### src/hw/rtl/lms_pkg.sv
// Shared types, register indexes, mode tables and helpers for the light mode sequencer.
// No dependencies; imported by light_mode_sequencer, lms_checker and the testbench.
package lms_pkg;

   // Register indexes on the csr port
   localparam logic [2:0] REG_SHORT_THR  = 3'd0;
   localparam logic [2:0] REG_MEDIUM_THR = 3'd1;
   localparam logic [2:0] REG_LOWBAT_THR = 3'd2;
   localparam logic [2:0] REG_TURBO_TMO  = 3'd3;
   localparam logic [2:0] REG_MODE_GROUP = 3'd4;
   localparam logic [2:0] REG_MEMORY_EN  = 3'd5;

   // Register reset values
   localparam logic [7:0] SHORT_THR_RESET  = 8'd190;
   localparam logic [7:0] MEDIUM_THR_RESET = 8'd94;
   localparam logic [7:0] LOWBAT_THR_RESET = 8'd125;
   localparam logic [7:0] TURBO_TMO_RESET  = 8'd90;

   // Opcodes
   localparam logic [1:0] OP_POWER_UP = 2'd0;
   localparam logic [1:0] OP_TICK     = 2'd1;
   localparam logic [1:0] OP_VOLTAGE  = 2'd2;

   // Mode kinds
   localparam logic [1:0] KIND_STEADY   = 2'd0;
   localparam logic [1:0] KIND_BIKE     = 2'd1;
   localparam logic [1:0] KIND_BATTCHK  = 2'd2;
   localparam logic [1:0] KIND_RAMPTEST = 2'd3;

   // Special level codes in the main table
   localparam logic [7:0] CODE_BIKE     = 8'd252;
   localparam logic [7:0] CODE_BATT     = 8'd254;
   localparam logic [7:0] CODE_RAMPTEST = 8'd251;
   localparam logic [7:0] LEVEL_TOP     = 8'd255;

   localparam logic [3:0] SOLID_G0      = 4'd7;
   localparam logic [3:0] SOLID_G1      = 4'd4;
   localparam logic [3:0] HIDDEN_COUNT  = 4'd4;
   localparam logic [3:0] LOW_RUN_LIMIT = 4'd8;
   localparam logic [4:0] FAST_LIMIT    = 5'h0f;
   localparam logic [3:0] LOWBAT_POS    = 4'd2;

   typedef struct packed {
      logic [1:0] opcode;
      logic [7:0] cap_reading;
      logic [7:0] battery_sample;
   } req_word_type;

   typedef struct packed {
      logic [3:0] mode_index;
      logic [1:0] mode_kind;
      logic [7:0] main_level;
      logic [7:0] alt_level;
      logic       fast_pwm;
      logic       config_entered;
      logic       shutdown;
      logic       save_request;
      logic [4:0] fast_press_count;
   } rsp_word_type;

   typedef struct packed {
      logic [7:0] main_level;
      logic [7:0] alt_level;
      logic       fast_pwm;
   } mode_entry_type;

   // Group table lookup; positions past the group read as all zero.
   function automatic mode_entry_type mode_entry(input logic group, input logic [3:0] pos);
      mode_entry_type e;
      e = '0;
      if (!group) begin
         case (pos)
            4'd0:    e = '{8'd0,   8'd3,   1'b0};
            4'd1:    e = '{8'd0,   8'd20,  1'b1};
            4'd2:    e = '{8'd0,   8'd110, 1'b1};
            4'd3:    e = '{8'd7,   8'd255, 1'b1};
            4'd4:    e = '{8'd56,  8'd255, 1'b1};
            4'd5:    e = '{8'd137, 8'd255, 1'b1};
            4'd6:    e = '{8'd255, 8'd0,   1'b0};
            4'd7:    e = '{CODE_BIKE,     8'd0, 1'b0};
            4'd8:    e = '{CODE_BATT,     8'd0, 1'b0};
            4'd9:    e = '{CODE_RAMPTEST, 8'd0, 1'b0};
            4'd10:   e = '{LEVEL_TOP,     8'd0, 1'b0};
            default: e = '0;
         endcase
      end else begin
         case (pos)
            4'd0:    e = '{8'd0,   8'd20,  1'b1};
            4'd1:    e = '{8'd0,   8'd230, 1'b1};
            4'd2:    e = '{8'd90,  8'd255, 1'b1};
            4'd3:    e = '{8'd255, 8'd0,   1'b0};
            4'd4:    e = '{CODE_BIKE,     8'd0, 1'b0};
            4'd5:    e = '{CODE_BATT,     8'd0, 1'b0};
            4'd6:    e = '{CODE_RAMPTEST, 8'd0, 1'b0};
            4'd7:    e = '{LEVEL_TOP,     8'd0, 1'b0};
            default: e = '0;
         endcase
      end
      return e;
   endfunction

   function automatic logic [1:0] kind_of(input logic [7:0] lvl);
      logic [1:0] k;
      case (lvl)
         CODE_BIKE:     k = KIND_BIKE;
         CODE_BATT:     k = KIND_BATTCHK;
         CODE_RAMPTEST: k = KIND_RAMPTEST;
         default:       k = KIND_STEADY;
      endcase
      return k;
   endfunction

endpackage

### src/hw/rtl/light_mode_sequencer.sv
// Light mode sequencer top level: input register, mode state update, result register.
// Depends on lms_pkg (types, register indexes, mode tables).
//
// Usage:
//   req channel (req_valid/req_ready/req_data) carries one event word: power-up
//   with an off-time cap reading, half-second tick, or battery sample.
//   rsp channel (rsp_valid/rsp_ready/rsp_data) returns exactly one word per event:
//   mode index, kind, the two channel levels and PWM type, plus status flags.
//   csr port (csr_we/csr_index/csr_wdata) writes the six config registers,
//   one per cycle, no wait; write only while the block is idle.
// Timing:
//   rsp_valid rises once the word has passed the input register and then the
//   result register; a low rsp_ready can hold it in either. Throughput is one word
//   per cycle while rsp_ready stays high; the state update is two table lookups
//   (current and new position) plus a few narrow compares between the two registers.
// Reset:
//   Synchronous, active high. Registers return to their defaults, mode state
//   clears, both pipeline stages empty.
// Backpressure:
//   When rsp_ready is low the result holds; the input register still fills,
//   then req_ready drops until the result drains.
module light_mode_sequencer
   import lms_pkg::*;
(
   input  logic         clock,
   input  logic         reset,
   input  logic         req_valid,
   output logic         req_ready,
   input  req_word_type req_data,
   output logic         rsp_valid,
   input  logic         rsp_ready,
   output rsp_word_type rsp_data,
   input  logic         csr_we,
   input  logic [2:0]   csr_index,
   input  logic [7:0]   csr_wdata
);

   // Config registers
   logic [7:0] short_thr_ff, medium_thr_ff, lowbat_thr_ff, turbo_tmo_ff;
   logic       group_ff, mem_en_ff;

   // Mode state
   logic [3:0] pos_ff, pos_in;
   logic [4:0] fast_ff, fast_in;
   logic [7:0] tick_ff, tick_in;
   logic [3:0] run_ff, run_in;

   // Pipeline
   logic         s1_valid_ff;
   req_word_type s1_data_ff;
   logic         out_valid_ff;
   rsp_word_type out_data_ff, out_data_in;

   logic out_load;   // result register takes the stage-1 word
   logic s1_load;    // stage 1 takes a request word

   assign out_load  = s1_valid_ff && (!out_valid_ff || rsp_ready);
   assign req_ready = !s1_valid_ff || out_load;
   assign s1_load   = req_valid && req_ready;
   assign rsp_valid = out_valid_ff;
   assign rsp_data  = out_data_ff;

   // ---------------- configuration ----------------
   always_ff @(posedge clock) begin
      if (reset) begin
         short_thr_ff  <= SHORT_THR_RESET;
         medium_thr_ff <= MEDIUM_THR_RESET;
         lowbat_thr_ff <= LOWBAT_THR_RESET;
         turbo_tmo_ff  <= TURBO_TMO_RESET;
         group_ff      <= 1'b0;
         mem_en_ff     <= 1'b0;
      end else if (csr_we) begin
         case (csr_index)
            REG_SHORT_THR:  short_thr_ff  <= csr_wdata;
            REG_MEDIUM_THR: medium_thr_ff <= csr_wdata;
            REG_LOWBAT_THR: lowbat_thr_ff <= csr_wdata;
            REG_TURBO_TMO:  turbo_tmo_ff  <= csr_wdata;
            REG_MODE_GROUP: group_ff      <= csr_wdata[0];
            REG_MEMORY_EN:  mem_en_ff     <= csr_wdata[0];
            default: ;
         endcase
      end
   end

   // ---------------- event processing ----------------
   logic [3:0]     solid, total;
   mode_entry_type cur_entry, new_entry;
   logic [1:0]     new_kind;
   logic           cfg, off, save;
   logic [3:0]     run_inc;

   assign solid = group_ff ? SOLID_G1 : SOLID_G0;
   assign total = solid + HIDDEN_COUNT;
   assign cur_entry = mode_entry(group_ff, pos_ff);

   always_comb begin
      pos_in  = pos_ff;
      fast_in = fast_ff;
      tick_in = tick_ff;
      run_in  = run_ff;
      cfg     = 1'b0;
      off     = 1'b0;
      save    = 1'b0;
      run_inc = run_ff + 4'd1;
      case (s1_data_ff.opcode)
         OP_POWER_UP: begin
            tick_in = '0;
            run_in  = '0;
            save    = 1'b1;
            if (s1_data_ff.cap_reading > short_thr_ff) begin
               // short press: advance, wrap past hidden modes
               fast_in = fast_ff + 5'd1;
               pos_in  = ((pos_ff + 4'd1) >= solid) ? 4'd0 : pos_ff + 4'd1;
            end else if (s1_data_ff.cap_reading > medium_thr_ff) begin
               // medium press: step back; from the first mode into the hidden ones
               fast_in = '0;
               if (pos_ff == solid)       pos_in = '0;
               else if (pos_ff != 4'd0)   pos_in = pos_ff - 4'd1;
               else                       pos_in = total - 4'd1;
            end else begin
               fast_in = '0;
               if (!mem_en_ff) pos_in = '0;
            end
            if (fast_in > FAST_LIMIT) begin
               cfg     = 1'b1;
               fast_in = '0;
               pos_in  = '0;
            end
         end
         OP_TICK: begin
            if (kind_of(cur_entry.main_level) == KIND_STEADY) begin
               tick_in = tick_ff + 8'd1;
               fast_in = '0;
               // turbo timeout steps down to the second-highest solid mode
               if (tick_in > turbo_tmo_ff && cur_entry.main_level == LEVEL_TOP) begin
                  pos_in = solid - 4'd2;
                  save   = 1'b1;
               end
            end
         end
         OP_VOLTAGE: begin
            run_in = (s1_data_ff.battery_sample < lowbat_thr_ff) ? run_inc : 4'd0;
            if (run_in >= LOW_RUN_LIMIT) begin
               if (pos_ff >= solid)     pos_in = LOWBAT_POS;
               else if (pos_ff != 4'd0) pos_in = pos_ff - 4'd1;
               else                     off    = 1'b1;
               save   = 1'b1;
               run_in = '0;
            end
         end
         default: ;   // unused opcode: report current mode, no change
      endcase

      new_entry = mode_entry(group_ff, pos_in);
      new_kind  = kind_of(new_entry.main_level);
      if (new_kind != KIND_STEADY || off) new_entry = '0;
      if (new_entry.main_level == 8'd0 && new_entry.alt_level == 8'd0)
         new_entry.fast_pwm = 1'b0;

      out_data_in.mode_index       = pos_in;
      out_data_in.mode_kind        = new_kind;
      out_data_in.main_level       = new_entry.main_level;
      out_data_in.alt_level        = new_entry.alt_level;
      out_data_in.fast_pwm         = new_entry.fast_pwm;
      out_data_in.config_entered   = cfg;
      out_data_in.shutdown         = off;
      out_data_in.save_request     = save;
      out_data_in.fast_press_count = fast_in;
   end

   // ---------------- registers ----------------
   always_ff @(posedge clock) begin
      if (reset) begin
         s1_valid_ff  <= 1'b0;
         out_valid_ff <= 1'b0;
         pos_ff       <= '0;
         fast_ff      <= '0;
         tick_ff      <= '0;
         run_ff       <= '0;
      end else begin
         if (s1_load)       s1_valid_ff <= 1'b1;
         else if (out_load) s1_valid_ff <= 1'b0;
         if (out_load)       out_valid_ff <= 1'b1;
         else if (rsp_ready) out_valid_ff <= 1'b0;
         if (out_load) begin
            pos_ff  <= pos_in;
            fast_ff <= fast_in;
            tick_ff <= tick_in;
            run_ff  <= run_in;
         end
      end
   end

   always_ff @(posedge clock) begin
      if (s1_load)  s1_data_ff  <= req_data;
      if (out_load) out_data_ff <= out_data_in;
   end

   // ---------------- assertions ----------------
   a_cfg_clears: assert property (@(posedge clock) disable iff (reset)
      (rsp_valid && rsp_data.config_entered) |->
         (rsp_data.mode_index == 4'd0 && rsp_data.fast_press_count == 5'd0 &&
          rsp_data.save_request))
      else $error("config entry did not clear mode and count");

   a_shutdown_dark: assert property (@(posedge clock) disable iff (reset)
      (rsp_valid && rsp_data.shutdown) |->
         (rsp_data.main_level == 8'd0 && rsp_data.alt_level == 8'd0 &&
          rsp_data.mode_index == 4'd0 && rsp_data.save_request))
      else $error("shutdown word carries light output");

   a_fast_pwm_lit: assert property (@(posedge clock) disable iff (reset)
      (rsp_valid && rsp_data.fast_pwm) |->
         (rsp_data.main_level != 8'd0 || rsp_data.alt_level != 8'd0))
      else $error("fast pwm with both levels zero");

   a_run_bounded: assert property (@(posedge clock) disable iff (reset)
      run_ff < LOW_RUN_LIMIT)
      else $error("low-sample run not cleared at limit");

   a_state_holds: assert property (@(posedge clock) disable iff (reset)
      !out_load |=> ($stable(pos_ff) && $stable(fast_ff) && $stable(tick_ff)))
      else $error("mode state changed without a word");

endmodule

### config.mk
export PLATFORM = sky130hd
export DESIGN_NAME = light_mode_sequencer
export DESIGN_NICKNAME = d
export VERILOG_FILES = /design/src/hw/rtl/lms_pkg.sv /design/src/hw/rtl/light_mode_sequencer.sv
export SDC_FILE = /design/constraint.sdc
export NUM_CORES = 1
export LEC_CHECK = 0
export BUFFER_PORTS_ARGS = -buffer_cell sky130_fd_sc_hd__buf_2
export CAP_MARGIN = 20
export CORE_ASPECT_RATIO = 1.75
export CORE_MARGIN = 2
export CORE_UTILIZATION = 54
export DETAILED_ROUTE_END_ITERATION = 10
export PLACE_DENSITY = 0.77
export SLEW_MARGIN = 20
export SYNTH_ARGS = -nofsm -noshare
export SYNTH_HDL_FRONTEND = slang
export SYNTH_SLANG_ARGS = --single-unit
export TNS_END_PERCENT = 10
### constraint.sdc
create_clock -name clock -period 4.3 [get_ports clock]
set_input_delay 0.645 -clock clock [delete_from_list [all_inputs] [get_ports clock]]
set_output_delay 0.645 -clock clock [all_outputs]
set_load 0.01 [all_outputs]
==> run metrics, run 1 <==
CTS Buffer Depth 2; Post-synth EDFFs 48; endpoints failing setup 0; DIE WIDTH 86.8 um; DRC viols 0; DP Cell Count 904; # Max-Cap Violations 0; Worst EP arrival 4.39 ns; gr ovfl total 0; CTS tree yes; first-pass GRT wire length 26.3 mm; crit end category flop; area occupied by multi-input gates 3480 um2; first-pass iteration count of the detailed router 5; clk root buf clkbuf_16; Synth-to-Final Area Change 20.7%; depth of the most critical reg-to-reg path 19; most frequent cells in the layout nand2_1 (91), dfxtp_1 (66), buf_2 (66); largest area contributor in the netlist edfxtp_1; Fillers 919; CP startpoint kind flop; placed cell area 7030 um2; DRT antenna net count 0; Synth Net Count 794; die area 12900 um2; leakage power 3.36 nW; Max Freq 235 MHz; Max-slew headroom 42.5%; share of cells above drive strength 1 20.9%; number of placement rows 53; outcome finished clean; final worst path period share 98.8%; Post-DP HPWL 12.1 mm; DRT iter0 DRCs 248; Worst IR Drop VDD 291 uV; initial antenna violation count 0; final worst slack 0.0508 ns; Die H 149 um; Via Count 5664; Final Cell Area 7830 um2; Hold Crit Depth 1; Final Max Tran Viols 0; Hold WS 0.404 ns; Mapped Area 6490 um2; min Tclk post-route 4.25 ns; Clock Sinks 117; critical path required time 4.44 ns; Cell Count, Final, Fillers Out 941; hold buffer count at CTS 0; HP Class in -> reg; Slew @ Worst Pin 0.859 ns; worst hold start req_data[3]; GPL Wtd Cong 0.931; IO Port Bufs 66; n_diodes 0; synthesized flop and latch total 117; fraction of registers with async set/reset 0%; CP Launch Point tick_ff[2]; Crit Path Class reg -> reg; total CTS buffers 17; worst clock skew 0.00593 ns; commonest non-fill, non-tap cell in the layout nand2_1; worst-path fanout max 7; Post-Route WL 16.7 mm; clk slew on worst S/H paths 0.06 ns; pin count of the biggest net entering global routing 37; final-report hold violation count 0; Post-synth top flop dfxtp_1; pre-CTS setup slack -0.0526 ns; Pwr Density 407 nW/um2; Register Area 2830 um2; Tot Pwr 3.18 mW; reg2reg start tick_ff[2]; reg2reg setup slack 0.05 ns; synth top area cells edfxtp_1 (22%), dfxtp_1 (21%), ha_1 (10%); initial core utilization 54.6%; YS warnings 0; Layout Nets 877; core area 11900 um2; vias in the first global route 5731; Via density 6.02; clk_lat worst skew 0.41 ns; H-tree depth 4; # IOs 67; GRT Overall Usage 26.2%; share of the synthesized area in the top cell type 22.2%; Syn Inst Count 708; Cell variety after synth 75; synthesized area per cell 9.16 um2; drt wl/cell 17.8 um; register area share after synthesis 43.5%
## logic make-up after synthesis
group                    synth area share, %
AND/OR/NAND/NOR                         18.0
AO/OA/AOI/OAI                           19.7
flip-flops                              43.5
buffers and inverters                   4.98
adder cells (fa/ha/maj)                 10.0
XOR/XNOR                                1.89
multiplexers                            1.93
## Yosys cell counts (11+ instances only)
master	n
nand3_1	16
edfxtp_1	48
inv_1	44
dfxtp_1	69
ha_1	52
a21oi_1	47
clkbuf_1	21
nand4_1	15
o211ai_1	28
nor2_1	58
o21ai_0	33
nand2_1	91
mux2i_1	11
and3_1	12
## worst paths after layout
check	endpoint
max	rsp_data[11]
min	s1_data_ff[3]
max reg2reg	rsp_data[11]
min reg2reg	turbo_tmo_ff[5]
## final cells by class
class | count | share of cell area [%]
inverters | 48 | 2.30
clock inverters | 14 | 2.22
multi-input cells | 512 | 44.5
clock buffers | 18 | 5.61
repair buffers | 95 | 7.00
flip-flops and latches | 117 | 36.2
well taps | 137 | 2.19
## what timing repair did
item / 4_1_cts / 5_1_grt
buffers inserted: 1 / 3
cloned: 1 / 0
pin swaps: 1 / 9
endpoints found under the setup margin: 4 / 18
gates resized for setup: 4 / 24
## stage by stage
stage          utilization (%)  setup TNS [ns]
3_5_place_dp              59.2         -0.0961
6_report                  65.9               0
4_1_cts                   64.7               0
3_3_place_gp              59.2               0
5_1_grt                   65.9           -1.48
2_1_floorplan                -               0
## report_power, final
group	switching, mW	internal [mW]	total [mW]
combinational	0.292	0.192	0.484
sequential	0.0223	1.22	1.24
clock	0.529	0.930	1.46
## metal layers
metal / track usage, % / part of all wire, %
met5: 0 / 0
met4: 16.3 / 5.3
met3: 4.48 / 3.5
met2: 49.6 / 55
met1: 25.0 / 36
## critical path: stages (launching register included)
cell and delay, ns:
dfxtp_4 0.36, and3_4 0.19, and3_4 0.20, and3_4 0.21, xor2_4 0.18, ha_4 0.24, nand4_1 0.11, o22a_1 0.17
nand2_2 0.08, a211oi_4 0.22, nor2_1 0.08, a221o_1 0.36, nor2_4 0.11, inv_2 0.07, ha_2 0.19, or3_1 0.40
o211ai_1 0.17, a21boi_4 0.29, mux2_4 0.26, a211oi_2 0.09
(Power assumes the default switching activity.)
==> run 2: changes to the inputs <==
PLACE_DENSITY = 0.83   (was 0.77)
==> run metrics, run 2 (synthesized netlist as in run 1, its figures left out) <==
Sw Ratio 27.6% (was 26.5%); total CTS buffers 17 (unchanged); drt wl/cell 18.3 um (was 17.8 um); # IOs 67 (unchanged); clk root buf clkbuf_16 (unchanged); initial core utilization 54.6% (unchanged); Die H 149 um (unchanged); Flop pwr share 39.5% (was 39.0%); DIE WIDTH 86.8 um (unchanged); Comb power frac 15.4% (was 15.2%); final-report hold violation count 0 (unchanged); Hold Crit Depth 1 (unchanged); critical path required time 4.44 ns (about the same); die area 12900 um2 (unchanged); CP Launch Point tick_ff[2] (unchanged); Worst IR Drop VDD 288 uV (was 291 uV); GPL Wtd Cong 1.03 (was 0.931); DRT iter0 DRCs 453 (was 248); HP Class in -> reg (unchanged); outcome finished clean (unchanged); Int Power 2.27 mW (was 2.34 mW); Clock Sinks 117 (unchanged); Via density 6.17 (was 6.02); RSZ-0062 raised after global routing true; worst hold start req_data[5] (was req_data[3]); clk slew on worst S/H paths 0.06 ns (about the same); Final Cell Area 7760 um2 (was 7830 um2); Crit Path Class reg -> reg (unchanged); Pwr Density 404 nW/um2 (was 407 nW/um2); gr ovfl total 0 (unchanged); first-pass GRT wire length 27.9 mm (was 26.3 mm); most frequent cells in the layout nand2_1 (91), dfxtp_1 (66), buf_2 (66) (unchanged); CTS tree yes (unchanged); Slew @ Worst Pin 0.935 ns (was 0.859 ns); clk_lat worst skew 0.42 ns (was 0.41 ns); reg2reg start tick_ff[2] (unchanged); Max Freq 236 MHz (was 235 MHz); core area 11900 um2 (unchanged); n_diodes 0 (unchanged); DP Cell Count 904 (unchanged); Final Max Tran Viols 0 (unchanged); DRT antenna net count 0 (unchanged); vias in the first global route 5965 (was 5731); Synth-to-Final Area Change 19.7% (was 20.7%); number of placement rows 53 (unchanged); pin count of the biggest net entering global routing 37 (unchanged); first-pass iteration count of the detailed router 5 (unchanged); endpoints failing setup 0 (unchanged); post-layout util 65.4% (was 65.9%); CTS Buffer Depth 2 (unchanged); leakage power 3.34 nW (was 3.36 nW); Post-DP HPWL 12.3 mm (was 12.1 mm); min Tclk post-route 4.24 ns (was 4.25 ns); share of cells above drive strength 1 20.3% (was 20.9%); GRT Overall Usage 27.8% (was 26.2%); CP startpoint kind flop (unchanged); Layout Nets 875 (was 877); crit end category flop (unchanged); IO Port Bufs 66 (unchanged); # Max-Cap Violations 0 (unchanged); Via Count 5792 (was 5664); Post-Route WL 17.2 mm (was 16.7 mm); Tot Pwr 3.14 mW (was 3.18 mW); placed cell area 7030 um2 (unchanged); commonest non-fill, non-tap cell in the layout nand2_1 (unchanged); clock share of power 45.1% (was 45.8%); Max-slew headroom 37.4% (was 42.5%); Cell Count, Final, Fillers Out 939 (was 941); worst-path fanout max 7 (unchanged); worst clock skew 0.00709 ns (was 0.00593 ns); final worst path period share 98.5% (was 98.8%); Worst EP arrival 4.37 ns (was 4.39 ns); H-tree depth 4 (unchanged); initial antenna violation count 0 (unchanged); DRC viols 0 (unchanged); Psw 867 uW (was 844 uW); depth of the most critical reg-to-reg path 19 (unchanged)
run 2: changes by cell type in the layout (fill, tap and decap cells not counted), moves of 2 or more:
cell	before	now
buf_4	29	27
inv_8	0	2
a211oi_2	6	4
ha_1	47	49
run 2: final cells by class:
type	instances	area, um2
Sequential cell	117	2830
Multi-Input combinational cell	512	3450
Timing Repair Buffer	93	533
Clock inverter	15	170
Fill cell	901	4110
Inverter	48	183
Tap cell	137	171
Clock buffer	17	425
run 2: timing repair:
| action | CTS | global route |
|---|---|---|
| resized for setup | 4 | 21 |
| hold buffers | 0 | 0 |
| endpoints found under the setup margin | 4 | 18 |
| cloned | 1 | 0 |
| pin swaps | 1 | 8 |
| buffers inserted | 1 | 1 |
run 2: per-stage QoR:
stage               setup slack [ns]  hold slack [ns]  setup TNS, ns
floorplan                     0.0785            0.436              0
global placement               0.134            0.445              0
detailed placement           -0.0435            0.448        -0.0837
CTS                           0.0285            0.386              0
global route                 -0.0730            0.385         -0.568
finish                        0.0635            0.398              0
run 2: layer usage:
metal	part of all wire [%]	global-route usage [%]	vias up
met1	34	26.0	2715
met5	0	0	-
met4	7.5	20.8	0
met2	54	50.5	264
met3	5.0	6.31	102
li1	-	-	2711
run 2: final timing paths:
check                           to  slack, ns
setup / recovery      rsp_data[11]       0.06
hold / removal       s1_data_ff[5]       0.40
setup reg to reg      rsp_data[11]       0.06
hold reg to reg   medium_thr_ff[7]       0.47
run 2: power groups by stage:
stage / combinational [mW] / sequential [mW] / clock, mW
floorplan: 0.290 / 1.27 / 0
global placement: 0.419 / 1.26 / 0
detailed placement: 0.438 / 1.26 / 0
CTS: 0.454 / 1.24 / 1.42
global route: 0.531 / 1.24 / 1.47
finish: 0.483 / 1.24 / 1.41
run 2: worst max-delay path: stages (launching register included):
cell and delay [ns]:
dfxtp_4 0.36, and3_4 0.18, and3_1 0.19, and3_4 0.19, xor2_2 0.15, ha_1 0.33, nand4_1 0.11, o22a_1 0.18
nand2_2 0.08, a211oi_4 0.22, nor2_1 0.08, a221o_1 0.37, nor2_4 0.13, inv_4 0.07, ha_2 0.20, or3_4 0.40
o211ai_1 0.14, a21boi_4 0.26, mux2_4 0.26, a211oi_1 0.09
